$ cat config.mk
export PLATFORM = sky130hd
export DESIGN_NAME = cosb_satmul
export DESIGN_NICKNAME = d
export VERILOG_FILES = /design/src/cosb_pkg.sv /design/src/cosb_satmul.sv
export SDC_FILE = /design/constraint.sdc
export NUM_CORES = 1
export LEC_CHECK = 0
export BUFFER_PORTS_ARGS = -buffer_cell sky130_fd_sc_hd__buf_2
export CORE_MARGIN = 2
export CORE_UTILIZATION = 50
export CTS_CLUSTER_DIAMETER = 150
export DETAILED_ROUTE_END_ITERATION = 6
export PLACE_DENSITY = 0.79
export SETUP_SLACK_MARGIN = 0.05
export SYNTH_ARGS = -nofsm -noshare
export SYNTH_HDL_FRONTEND = slang
export SYNTH_SLANG_ARGS = --single-unit
$ cat constraint.sdc
create_clock -name clk -period 19 [get_ports clk]
set_clock_uncertainty 0.15 [all_clocks]
set_input_delay 3.8 -clock clk [delete_from_list [all_inputs] [get_ports clk]]
set_output_delay 3.8 -clock clk [all_outputs]
set_load 0.03 [all_outputs]
$ cat src/cosb_pkg.sv
`default_nettype none
package cosb_pkg;

  localparam int MAX_VARIABLES_DEF = 64;
  localparam int MAX_COMPONENTS_DEF = 64;

  localparam int FUNC_W = 3;
  localparam int ID_W = 6;
  localparam int DIM_W = 16;
  localparam int CNT_W = 8;
  localparam int MULT_W = 2;
  localparam int DATA_W = 64;
  localparam int HALF_W = 32;

  localparam logic [CNT_W-1:0] CNT_MAX = '1;
  localparam logic [MULT_W-1:0] MULT_MAX = '1;
  localparam logic [DIM_W-1:0] DIM_ONE = DIM_W'(1);
  localparam logic [DATA_W-1:0] SAT_MAX = '1;

  typedef enum logic [FUNC_W-1:0] {
    FUNC_CLEAR = 3'd0,
    FUNC_ADD   = 3'd1,
    FUNC_DIM   = 3'd2,
    FUNC_BEGIN = 3'd3,
    FUNC_EVAL  = 3'd4
  } func_t;

  typedef struct packed {
    logic [DIM_W-1:0] dim;
    logic [CNT_W-1:0] work;
    logic [CNT_W-1:0] total;
  } var_entry_t;

  localparam int VAR_ENTRY_W = $bits(var_entry_t);

  typedef struct packed {
    logic done;
    logic ovf;
  } mul_status_t;

endpackage
`default_nettype wire

$ cat src/cosb_satmul.sv
`default_nettype none
module cosb_satmul import cosb_pkg::*; (
  input  wire logic clk,
  input  wire logic rst,
  input  wire logic start,
  input  wire logic [DATA_W-1:0] a,
  input  wire logic [DIM_W-1:0] b,
  output logic [DATA_W-1:0] product,
  output mul_status_t status
);

  localparam int PART_W = HALF_W + DIM_W;

  typedef enum logic [1:0] {PH_IDLE, PH_LO, PH_HI, PH_SUM} phase_t;

  phase_t phase;
  logic [DATA_W-1:0] a_q;
  logic [DIM_W-1:0] b_q;
  logic [PART_W-1:0] plo;
  logic [PART_W-1:0] phi;
  logic [HALF_W-1:0] mul_a;
  logic [PART_W-1:0] mul_out;
  logic [HALF_W:0] mid;
  logic ovf;

  // One 32x16 multiplier serves both halves of the 64-bit operand.
  assign mul_a = (phase == PH_LO) ? a_q[HALF_W-1:0] : a_q[DATA_W-1:HALF_W];
  assign mul_out = PART_W'(mul_a) * PART_W'(b_q);
  assign mid = (HALF_W+1)'(phi[HALF_W-1:0]) + (HALF_W+1)'(plo[PART_W-1:HALF_W]);
  assign ovf = (phi[PART_W-1:HALF_W] != '0) || mid[HALF_W];

  always_ff @(posedge clk) begin
    if (rst) begin
      phase <= PH_IDLE;
      status <= '0;
    end else begin
      status.done <= 1'b0;
      case (phase)
        PH_IDLE: begin
          if (start) begin
            a_q <= a;
            b_q <= b;
            phase <= PH_LO;
          end
        end
        PH_LO: begin
          plo <= mul_out;
          phase <= PH_HI;
        end
        PH_HI: begin
          phi <= mul_out;
          phase <= PH_SUM;
        end
        PH_SUM: begin
          product <= ovf ? SAT_MAX : {mid[HALF_W-1:0], plo[HALF_W-1:0]};
          status.ovf <= ovf;
          status.done <= 1'b1;
          phase <= PH_IDLE;
        end
        default: begin
          phase <= PH_IDLE;
        end
      endcase
    end
  end

endmodule
`default_nettype wire

* Yosys cells after proc, flatten, opt, wreduce, memory -nomap -nowiden
Cells that the tools add are included.
Cells by class: add/sub/neg operators 1, multiply operators 1, equality and inequality tests 4, multiplexer cells 4, bitwise logic cells 1, reductions and logical operators 7
Operators with widths (count):
- multiplier 32 x 16 -> 48 bit | 1
- adder 32 x 16 -> 33 bit | 1
- 2-to-1 mux 32 bit | 1
- nonzero test 16 bit | 1
- case mux 2 bit (4 select lines) | 1
- AND reduction 2 bit | 3
- equality test 2 bit, second input constant | 2
- 2-to-1 mux 2 bit | 2
- AND reduction 3 bit | 1
- equality test 2 x 1 -> 1 bit, second input constant | 1
- logical NOT 2 bit | 1
- inequality test 2 bit, second input constant | 1
- logical OR 1 bit | 1
- NOT 1 bit | 1
Storage, ports and cells: register bits after elaboration 244, bits of input ports 83, output and inout port bits 66, word-level logic and storage cells 26

* Logic depth before layout (Yosys ltp)
depth in word-level cells 3, depth in mapped cells 29, gate-level depth less buffers 26

* Worst setup path after synthesis
No wires, ideal clock.
path type input-to-reg, from in start, to reg a_q[0] (enable), library setup time 0.520 ns, data arrival time 7.202 ns, path slack 11.128 ns, cell stages on the path 2, path buffers 0, cell sequence nand2_1 -> nor2_1
Between the ends: word-level cells in the longest chain between the ends 1
Ends and longest elaborated chain:
- start: declaration | line cosb_satmul.sv:5 | input wire logic start,
- AND reduction 3 bit (no source line)
- end signal: assignment | line cosb_satmul.sv:41 | a_q <= a;
- end: declaration | line cosb_satmul.sv:17 | logic [DATA_W-1:0] a_q;
No other way between the ends. A chain may end at the register's enable or synchronous reset.

* Worst setup path in the final report
from reg phase[1], to reg plo[39], data pin
Between the ends: word-level cells in the longest chain between the ends 3
Ends and longest elaborated chain:
- start: declaration | line cosb_satmul.sv:16 | phase_t phase;
- start signal: assignment | line cosb_satmul.sv:34 | phase <= PH_IDLE;
- start signal: assignment | line cosb_satmul.sv:43 | phase <= PH_LO;
- start signal: assignment | line cosb_satmul.sv:48 | phase <= PH_HI;
- equality test 2 x 1 -> 1 bit | line cosb_satmul.sv:27 | assign mul_a = (phase == PH_LO) ? a_q[HALF_W-1:0] : a_q[DATA_W-1:HALF_W];
- 2-to-1 mux 32 bit | line cosb_satmul.sv:27
- multiplier 32 x 16 -> 48 bit | line cosb_satmul.sv:28 | assign mul_out = PART_W'(mul_a) * PART_W'(b_q);
- via mul_out[39] | line cosb_satmul.sv:22 | logic [PART_W-1:0] mul_out;
- end signal: assignment | line cosb_satmul.sv:47 | plo <= mul_out;
- end: declaration | line cosb_satmul.sv:19 | logic [PART_W-1:0] plo;
The timed path passes the listed nets, and every way through them passes these cells.

==> metrics.yaml <==
outcome: "finished, final reports clean"
synthDistinctLibCells: 72
synth-async-reset-ratio: 0
clk_pin_slew_ns: 0.06
hpwl_um: 44700
antenna_found_initial: 0
gr-total-overflow: 0
path_class: "flop to flop"
cap_violations: 0
first_pass_iters: 6
syn_to_final_growth_pct: 9.22
vias_per_cell: 5.34
rsz0062_at_grt: "no"
grt_pass1_wl_um: 95600
required_ns: 19.14
wl_per_cell_um: 18.5
cts_sinks: 244
finalSetupViolCount: 0
hold_violations: 0
yosys_warnings: 0
postCtsSetupBuffers: 0
maxSlewHeadroom: 0.0749
portBuffers: 148
critPathArrivalTime_ns: 8.10
grt_max_degree: 81
synth-edff-count: 240
drive_gt1_frac: 0.109
nets: 3127
critPathCaptureType: "flop"
first_iter_violations: 1177
worstMarginPinSlew_ns: 1.39
cp_max_fo: 33
min_period_ns: 7.96
ios: 149
fin_ws_ns: 11.04
synth_seq_area_share: 0.286
dp_slack_ns: 11.09
syn_area_um2: 25500
finish.instance_area_um2: 27800
cts_tree: "done"
synth_ff_type: "edfxtp_1"
clkLatencyLatePin_ns: 0.60
clockBufferDepth: 3
syn_nets: 3035
setup_tns_ns: 0
max_freq_ghz: 0.126
grt_pass1_vias: 18200
fp.dieH_um: 230
htree_levels: 1
dpl_cell_area_um2: 26800
wl_um: 58600
layout_common_cells: "457 x inv_1, 419 x fa_1, 367 x nand2_1"
fin_util: 0.554
root_buffer: "clkbuf_16"
ys_seq_elements: 244
core_area_um2: 50200
cp-start-kind: "flop"
track_usage: 0.229
postRouteAntennaNets: 0
antenna_cells: 0
cts_resized: 0
row_count: 82
hold_buffers: 0
start_util: 0.507
mostFrequentLayoutCell: "inv_1"
remaining_drc_errors: 0
hold_class: "flop to flop"
routed-via-count: 16900
numCtsBuffers: 27
gp_congestion: 0.921
die_w_um: 230
drv_slew: 0
synthesis.instances: 2393
period_share: 0.419
syn_area_per_cell_um2: 10.6
die_area_um2: 52700
-- metrics by stage --
step	std cells	hold slack (ns)
4_1_cts	3174	0.351
6_report	3174	0.349
5_1_grt	3174	0.376
2_1_floorplan	2393	0.327
3_3_place_gp	3128	0.346
3_5_place_dp	3128	0.339
-- synth_stat cells, types with 2 or more instances --
cell type / instances / share of area
o31ai_1: 2 / 0.00059
a211o_1: 2 / 0.00069
o21ba_2: 3 / 0.0012
edfxtp_1: 240 / 0.28
nand4_1: 9 / 0.0022
a21oi_1: 52 / 0.010
a2111oi_4: 2 / 0.0022
inv_1: 457 / 0.067
dfxtp_1: 4 / 0.0031
clkbuf_1: 95 / 0.014
a21oi_2: 6 / 0.0021
and3_1: 11 / 0.0027
nor3_1: 11 / 0.0022
xnor2_1: 41 / 0.014
o211ai_1: 3 / 0.00088
nor2_1: 35 / 0.0052
nand2b_1: 42 / 0.010
a211oi_1: 5 / 0.0015
o21ai_0: 36 / 0.0071
nor2b_1: 13 / 0.0032
nor4_1: 4 / 0.00098
nand2_1: 367 / 0.054
o21bai_1: 9 / 0.0027
and2_1: 218 / 0.054
and4_1: 2 / 0.00069
a21o_1: 20 / 0.0059
or2_2: 2 / 0.00049
ha_1: 140 / 0.069
mux2_2: 32 / 0.014
o221ai_1: 3 / 0.0010
a31oi_1: 8 / 0.0020
nand3_1: 22 / 0.0043
o31ai_2: 2 / 0.00098
buf_6: 2 / 0.00088
o21a_1: 3 / 0.00088
a2111oi_0: 2 / 0.00069
a221oi_1: 2 / 0.00069
o21ai_1: 4 / 0.00079
o22ai_1: 2 / 0.00049
a21boi_1: 2 / 0.00059
fa_1: 419 / 0.33
xor2_1: 27 / 0.0093
buf_2: 3 / 0.00059
-- area by class of cell --
| class | instances | area, um^2 |
|---|---|---|
| fillers | 4165 | 22400 |
| well taps | 672 | 841 |
| repair buffers | 165 | 868 |
| inverters | 457 | 1720 |
| clock buffers | 28 | 679 |
| flip-flops and latches | 244 | 7290 |
| clock inverters | 18 | 330 |
| multi-input cells | 1590 | 16100 |
-- worst max-delay path, cell delays in order (launching register included) --
cell	delay, ns
dfxtp_1	0.35
inv_1	0.09
ha_2	0.16
buf_4	0.45
mux2_2	0.58
and2_1	0.25
fa_1	0.53
inv_1	0.05
fa_1	0.46
fa_1	0.53
inv_1	0.07
fa_1	0.46
fa_1	0.51
inv_1	0.05
fa_1	0.47
inv_1	0.04
ha_1	0.38
a21oi_1	0.31
o211ai_1	0.19
a21oi_2	0.16
a21oi_2	0.09
a221oi_2	0.44
o311ai_2	0.14
a31oi_1	0.38
o21ai_0	0.17
xor2_1	0.18
-- worst paths after layout --
check                              from                       end  slack (ns)  depth (start not counted)
setup reg to reg  phase[1]$_SDFFE_PP0P_         plo[39]$_DFFE_PP_       11.04                         25
setup / recovery  phase[1]$_SDFFE_PP0P_         plo[39]$_DFFE_PP_       11.04                         25
hold / removal         plo[6]$_DFFE_PP_  product[6]$_SDFFCE_PP1P_        0.35                          1
hold reg to reg        plo[6]$_DFFE_PP_  product[6]$_SDFFCE_PP1P_        0.35                          1
-- state kept, by name, summed over array words and instances, names as in the netlist --
signal / flops
a_q: 64
product: 64
phi: 48
plo: 48
b_q: 16
phase: 2
status: 2
-- cells by family (layout without fill, tap and decap cells) --
group,Yosys count,count (layout),share of synthesized area
buf+inv,559,668,0.0833
compound gates,187,187,0.0520
fa+ha+maj,559,559,0.398
simple gates,743,743,0.142
xor+xnor,68,68,0.0234
flops,244,244,0.286
mux,33,33,0.0145
-- layer usage --
layer	up-vias	track usage	share of wire
li1	7590	-	-
met3	129	0.0473	0.086
met1	8505	0.304	0.40
met5	-	0	0
met4	0	0.0609	0.029
met2	725	0.385	0.48
Power is not shown: default switching activity piles up to over one toggle a cycle in this logic, so the estimate is an artifact.
