<file path="src/cosb_ram.sv">
`default_nettype none
module cosb_ram #(
  parameter int WIDTH = 8,
  parameter int DEPTH = 64,
  localparam int AW = (DEPTH > 1) ? $clog2(DEPTH) : 1
) (
  input  wire logic clk,
  input  wire logic we,
  input  wire logic [AW-1:0] waddr,
  input  wire logic [WIDTH-1:0] wdata,
  input  wire logic re,
  input  wire logic [AW-1:0] raddr,
  output logic [WIDTH-1:0] rdata
);

  logic [WIDTH-1:0] mem [DEPTH];

  always_ff @(posedge clk) begin
    if (we) begin
      mem[waddr] <= wdata;
    end
    if (re) begin
      rdata <= mem[raddr];
    end
  end

endmodule
`default_nettype wire

</file>
<file path="config.mk">
export PLATFORM = sky130hd
export DESIGN_NAME = cosb_ram
export DESIGN_NICKNAME = d
export VERILOG_FILES = /design/src/cosb_ram.sv
export SDC_FILE = /design/constraint.sdc
export NUM_CORES = 1
export LEC_CHECK = 0
export BUFFER_PORTS_ARGS = -buffer_cell sky130_fd_sc_hd__buf_2
export CORE_UTILIZATION = 60
export CTS_BUF_LIST = sky130_fd_sc_hd__clkbuf_2 sky130_fd_sc_hd__clkbuf_4 sky130_fd_sc_hd__clkbuf_8
export CTS_CLUSTER_SIZE = 30
export DETAILED_ROUTE_END_ITERATION = 8
export PLACE_DENSITY = 0.77
export SLEW_MARGIN = 20
export SYNTH_ARGS = -nofsm -noshare
export SYNTH_HDL_FRONTEND = slang
export SYNTH_SLANG_ARGS = --single-unit
</file>
<file path="constraint.sdc">
create_clock -name clk -period 2.35 [get_ports clk]
set_input_delay 0.235 -clock clk [delete_from_list [all_inputs] [get_ports clk]]
set_output_delay 0.235 -clock clk [all_outputs]
set_load 0.005 [all_outputs]
</file>
After elaboration in Yosys (flattened, before gate mapping):

Memory sizes are Yosys's and may differ from the RTL's. A register that Yosys moved wholly into a read port is not among the register bits.
Index checks and enable logic that the tools add are counted.

* flip-flop bits (word level): 0
* memory bits (writable): 512
* input bits: 23
* output and inout port bits: 8
* memories kept: 1

* mux-type cells: 2

Memory list
* mem: words 64, width 8, rd ports 1, clocked after memory_dff 1, write ports 1, line 16 `logic [WIDTH-1:0] mem [DEPTH];`

Operators by type and width (number)
* 1-bit 2-to-1 mux: 2

Depth between registers and ports, before layout:

* depth in word-level cells: 2
* mapped depth: 9
* depth with buffers taken out: 5

Least setup slack after synthesis:

Ideal clock, no wire load.

* path type: in2reg
* from: input raddr[1]
* to: register rdata[3] (read register of mem), data pin
* data arrival time: 1775 ps
* data required time: 2084 ps
* slack: 309 ps
* stages: 7
* path buffers: 3
* cells stage by stage: buf_4 buf_2 buf_2 mux4_2 mux4_2 o21ai_1 o41ai_1

RTL lines
* from (decl): line 12 `input wire logic [AW-1:0] raddr,`
* to (decl): line 13 `output logic [WIDTH-1:0] rdata`

==> report_table.html <==
<table>
<tr><th>Metric</th><th>Value</th></tr>
<tr><th colspan="2">Timing</th></tr>
<tr><td>Total Neg Setup Slack</td><td>0 ns</td></tr>
<tr><td>Count of pins over their slew limit</td><td>0</td></tr>
<tr><td>Actual transition at the worst max-transition pin</td><td>0.8153 ns</td></tr>
<tr><td>Unrepaired setup endpoints after global routing</td><td>false</td></tr>
<tr><td>Period minus WS final</td><td>approximately 2.3 ns</td></tr>
<tr><td>Max transition margin</td><td>0.4565</td></tr>
<tr><td>Post-route fraction of the period consumed by the critical path</td><td>0.9615</td></tr>
<tr><td>Final setup violation count</td><td>0</td></tr>
<tr><td>Largest clock skew in the final design</td><td>around 0.037 ns</td></tr>
<tr><td>Fmax achieved</td><td>around 0.44 GHz</td></tr>
<tr><td>Final Hold Fails</td><td>0</td></tr>
<tr><th colspan="2">Die</th></tr>
<tr><td>Area of the core</td><td>between 30000 and 40000 µm²</td></tr>
<tr><td>Die area</td><td>approximately 34000 µm²</td></tr>
<tr><td>Top Ports</td><td>31</td></tr>
<tr><td>Effective utilization at floorplan</td><td>0.6160</td></tr>
<tr><td>Die X-Extent</td><td>185.7 µm</td></tr>
<tr><td>Chip height</td><td>185.7 µm</td></tr>
<tr><td>FP Rows</td><td>66</td></tr>
<tr><th colspan="2">Clocking</th></tr>
<tr><td>Post-cts sizing count</td><td>0</td></tr>
<tr><td>Number of clock sinks</td><td>520</td></tr>
<tr><td>Maximum count of clock buffers along a single path</td><td>3</td></tr>
<tr><td>Number of buffers inserted by post-CTS setup repair</td><td>0</td></tr>
<tr><td>CTS tree</td><td>built</td></tr>
<tr><td># H-tree levels</td><td>3</td></tr>
<tr><td>Root Driver</td><td>clkbuf_8</td></tr>
<tr><td>Clock slew at reported path FFs</td><td>around 0.06 ns</td></tr>
<tr><td>Clock network latency to the later pin of the worst-skew pair</td><td>between 0.6 and 0.7 ns</td></tr>
<tr><td>CTS buffer count</td><td>80</td></tr>
<tr><th colspan="2">Synthesis</th></tr>
<tr><td>Synthesized area per cell</td><td>21.54 µm²</td></tr>
<tr><td>Synthesized flop and latch total</td><td>520</td></tr>
<tr><td>Asr flop ratio synth</td><td>0</td></tr>
<tr><td>Most common cell in the netlist</td><td>edfxtp_1</td></tr>
<tr><td>Count of mapped cells out of synthesis</td><td>940</td></tr>
<tr><td>Area share of the largest cell type after synthesis</td><td>0.7712</td></tr>
<tr><td>Leading post-synthesis cells by instance count</td><td>520 x edfxtp_1, 126 x mux4_2, 83 x nor2_1</td></tr>
<tr><td>Post-synth top flop</td><td>edfxtp_1</td></tr>
<tr><td>Mapped cell area</td><td>slightly above 20000 µm²</td></tr>
<tr><td>Number of synthesized flops with an enable pin</td><td>520</td></tr>
<tr><td>Distinct cell type count after synthesis</td><td>39</td></tr>
<tr><td>Yosys warning count</td><td>0</td></tr>
<tr><td>Library cell with the largest summed area after synthesis</td><td>edfxtp_1</td></tr>
<tr><td>Synth top area cells</td><td>edfxtp_1 77%, mux4_2 14%, nor2_1 1.5%</td></tr>
<tr><td>Mapped Nets</td><td>963</td></tr>
<tr><td>Share of the yosys chip area belonging to registers</td><td>0.7712</td></tr>
<tr><th colspan="2">Route</th></tr>
<tr><td>Number of iterations in the first detailed-routing pass</td><td>5</td></tr>
<tr><td>Count of vias placed by the detailed router</td><td>10380</td></tr>
<tr><td>Routed WL per cell</td><td>between 20 and 30 µm</td></tr>
<tr><td>DRC</td><td>0</td></tr>
<tr><td>Antenna Violating Nets Remaining</td><td>0</td></tr>
<tr><td>Average via count per standard cell</td><td>6.319</td></tr>
<tr><td>Initial detailed-routing violation count</td><td>1273</td></tr>
<tr><td>Total wire length</td><td>44150 µm</td></tr>
<tr><th colspan="2">Finish</th></tr>
<tr><td>Sequential cell area</td><td>15620 µm²</td></tr>
<tr><td>Share of cells above drive strength 1</td><td>0.3598</td></tr>
<tr><td>Number of standard cells in the final layout excluding fillers</td><td>roughly 1600</td></tr>
<tr><td>Layout-stage area growth over the synthesis result</td><td>15.46%</td></tr>
<tr><td>Final design instance area without fill</td><td>23380 µm²</td></tr>
<tr><td>Number of nets in the finished design</td><td>1161</td></tr>
<tr><td>Share of the core filled with cells in the final layout</td><td>0.7112</td></tr>
<tr><td>Combined area of the multi-input logic cells</td><td>around 4300 µm²</td></tr>
<tr><td>Fill cells</td><td>1930</td></tr>
<tr><th colspan="2">Power</th></tr>
<tr><td>Power density normalized to cell area</td><td>792.2 nW/µm²</td></tr>
<tr><td>Overall power after layout</td><td>18520 µW</td></tr>
<tr><td>Net Sw Power</td><td>around 4000 µW</td></tr>
<tr><td>Internal power</td><td>around 15000 µW</td></tr>
<tr><td>Power share of the clock group</td><td>0.388</td></tr>
<tr><td>Part of the total power dissipated in combinational logic</td><td>0.055</td></tr>
<tr><td>Switching share of power</td><td>0.2133</td></tr>
<tr><td>Static Leakage</td><td>around 0.0077 µW</td></tr>
<tr><td>Share of power burned in registers</td><td>0.557</td></tr>
<tr><td>Highest ir drop seen on vdd</td><td>0.0004169 V</td></tr>
<tr><th colspan="2">Place</th></tr>
<tr><td>Count of input and output buffers</td><td>30</td></tr>
<tr><td>Cell Area, Placed</td><td>21830 µm²</td></tr>
<tr><td>Final HPWL from detailed placement</td><td>around 28000 µm</td></tr>
<tr><td>Final weighted congestion of routability-driven global placement</td><td>0.8959</td></tr>
<tr><td>Placed Cells incl. Taps</td><td>~1500</td></tr>
<tr><th colspan="2">Setup path</th></tr>
<tr><td>Critical path class</td><td>register to register</td></tr>
<tr><td>Worst path required time</td><td>~2.7 ns</td></tr>
<tr><td>Element type at the critical path end</td><td>register</td></tr>
<tr><td>Arr. time, crit path</td><td>2.62 ns</td></tr>
<tr><td>Crit path max fanout</td><td>1</td></tr>
<tr><td>Sequence of cells on the critical path</td><td>mux4_2 -&gt; mux2_2 -&gt; o221a_2 -&gt; nor3_1 -&gt; o32ai_1</td></tr>
<tr><td>Category of the worst setup path launch point</td><td>register</td></tr>
<tr><td>Slowest cell on crit path</td><td>mux4_2</td></tr>
<tr><td>Peak per-stage delay on the critical path</td><td>0.49 ns</td></tr>
<tr><th colspan="2">Flow run</th></tr>
<tr><td>Total of max-cap violations</td><td>0</td></tr>
<tr><th colspan="2">Global routing</th></tr>
<tr><td>Number of antenna violations at the first check in global routing</td><td>3</td></tr>
<tr><td>Wire length of the first global-routing pass</td><td>65700 µm</td></tr>
<tr><td>Maximum number of pins on one net before global-route repair</td><td>65</td></tr>
<tr><td>Vias in the first global route</td><td>between 10000 and 15000</td></tr>
<tr><td>Gr ovfl total</td><td>0</td></tr>
<tr><td>Total Routing Usage GR</td><td>0.2712</td></tr>
<tr><th colspan="2">Run status</th></tr>
<tr><td>Status</td><td>completed</td></tr>
<tr><th colspan="2">Worst hold path</th></tr>
<tr><td>Worst Hold Class</td><td>primary input to register</td></tr>
</table>
==> area by class of cell <==
| type | count | area share |
|---|---|---|
| antenna | 2 | 0.0002141 |
| sequential | 520 | 0.6680 |
| tap | 442 | 0.02366 |
| clock buffer | 114 | 0.05829 |
| timing repair buffer | 167 | 0.05829 |
| multi-input combinational | 369 | 0.1846 |
| clock inverter | 28 | 0.006958 |
==> final timing paths <==
check                                          end  cells past startpoint                  from  slack (ns)
worst min-delay path            rdata[2]$_DFFE_PP_                      3              raddr[5]        0.15
worst max register to register  rdata[4]$_DFFE_PP_                      5  mem[21][4]$_DFFE_PP_        0.09
worst max-delay path            rdata[4]$_DFFE_PP_                      5  mem[21][4]$_DFFE_PP_        0.09
worst min register to register  rdata[4]$_DFFE_PP_                      3  mem[31][4]$_DFFE_PP_        0.95
==> power groups by stage <==
stage	sequential (µW)	clock (µW)	combinational, µW
6_report	10300	7180	1020
2_1_floorplan	10500	0	547
3_5_place_dp	10500	0	1010
4_1_cts	10300	7300	1020
3_3_place_gp	10500	0	986
5_1_grt	10300	7700	1080
==> logic make-up after synthesis <==
| kind of cell | Yosys count | share of synthesized area |
|---|---|---|
| AO/OA/AOI/OAI | 54 | 0.02064 |
| buffers and inverters | 51 | 0.01563 |
| flip-flops | 520 | 0.7712 |
| multiplexers | 162 | 0.1588 |
| AND/OR/NAND/NOR | 153 | 0.03374 |
==> through the flow <==
stage / worst slack, ns / hold slack, ns
3_5_place_dp: -0.1465 / 0.6210
5_1_grt: 0.07422 / 0.1536
6_report: 0.09052 / 0.1513
2_1_floorplan: 0.3087 / 0.3339
4_1_cts: 0.1037 / 0.09828
3_3_place_gp: -0.1148 / 0.6166
==> registers in the layout, summed over array words and instances, names as in the netlist <==
signal  count
mem       512
rdata       8
==> what timing repair did <==
| action | CTS | global route |
|---|---|---|
| hold buffers | 1 | 0 |
| setup endpoints to repair | 0 | 0 |
| hold endpoints to repair | 8 | 0 |
==> layer usage <==
layer	routed length, µm	track usage
met3	4781	0.05615
met4	1134	0.1108
met5	12	0
met2	21000	0.4116
met1	17220	0.3910
==> cells in the final DEF (no fill, tap or decap), types with 3 or more instances in the layout <==
cell type / n
a221oi_1: 6
a22oi_1: 3
a211oi_1: 4
buf_4: 127
nor3_1: 7
nor2_1: 83
o2111ai_1: 3
clkinv_2: 3
nand3b_1: 3
clkinv_1: 18
mux4_2: 126
o221ai_1: 8
nor2b_1: 14
edfxtp_1: 520
nand3_1: 13
clkbuf_8: 82
mux2_2: 13
inv_6: 4
nand2b_1: 7
o22ai_1: 8
a21oi_1: 3
buf_2: 25
nand2_1: 19
o2bb2ai_1: 3
mux2i_1: 23
clkbuf_4: 33
buf_12: 13
==> critical path, delay by kind of cell (launching register included) <==
kind	cells	cell delay, ns
compound gates	2	0.43
flops	1	0.37
mux	2	0.79
simple gates	1	0.41
Note: power is estimated with default switching activity, not from simulation.
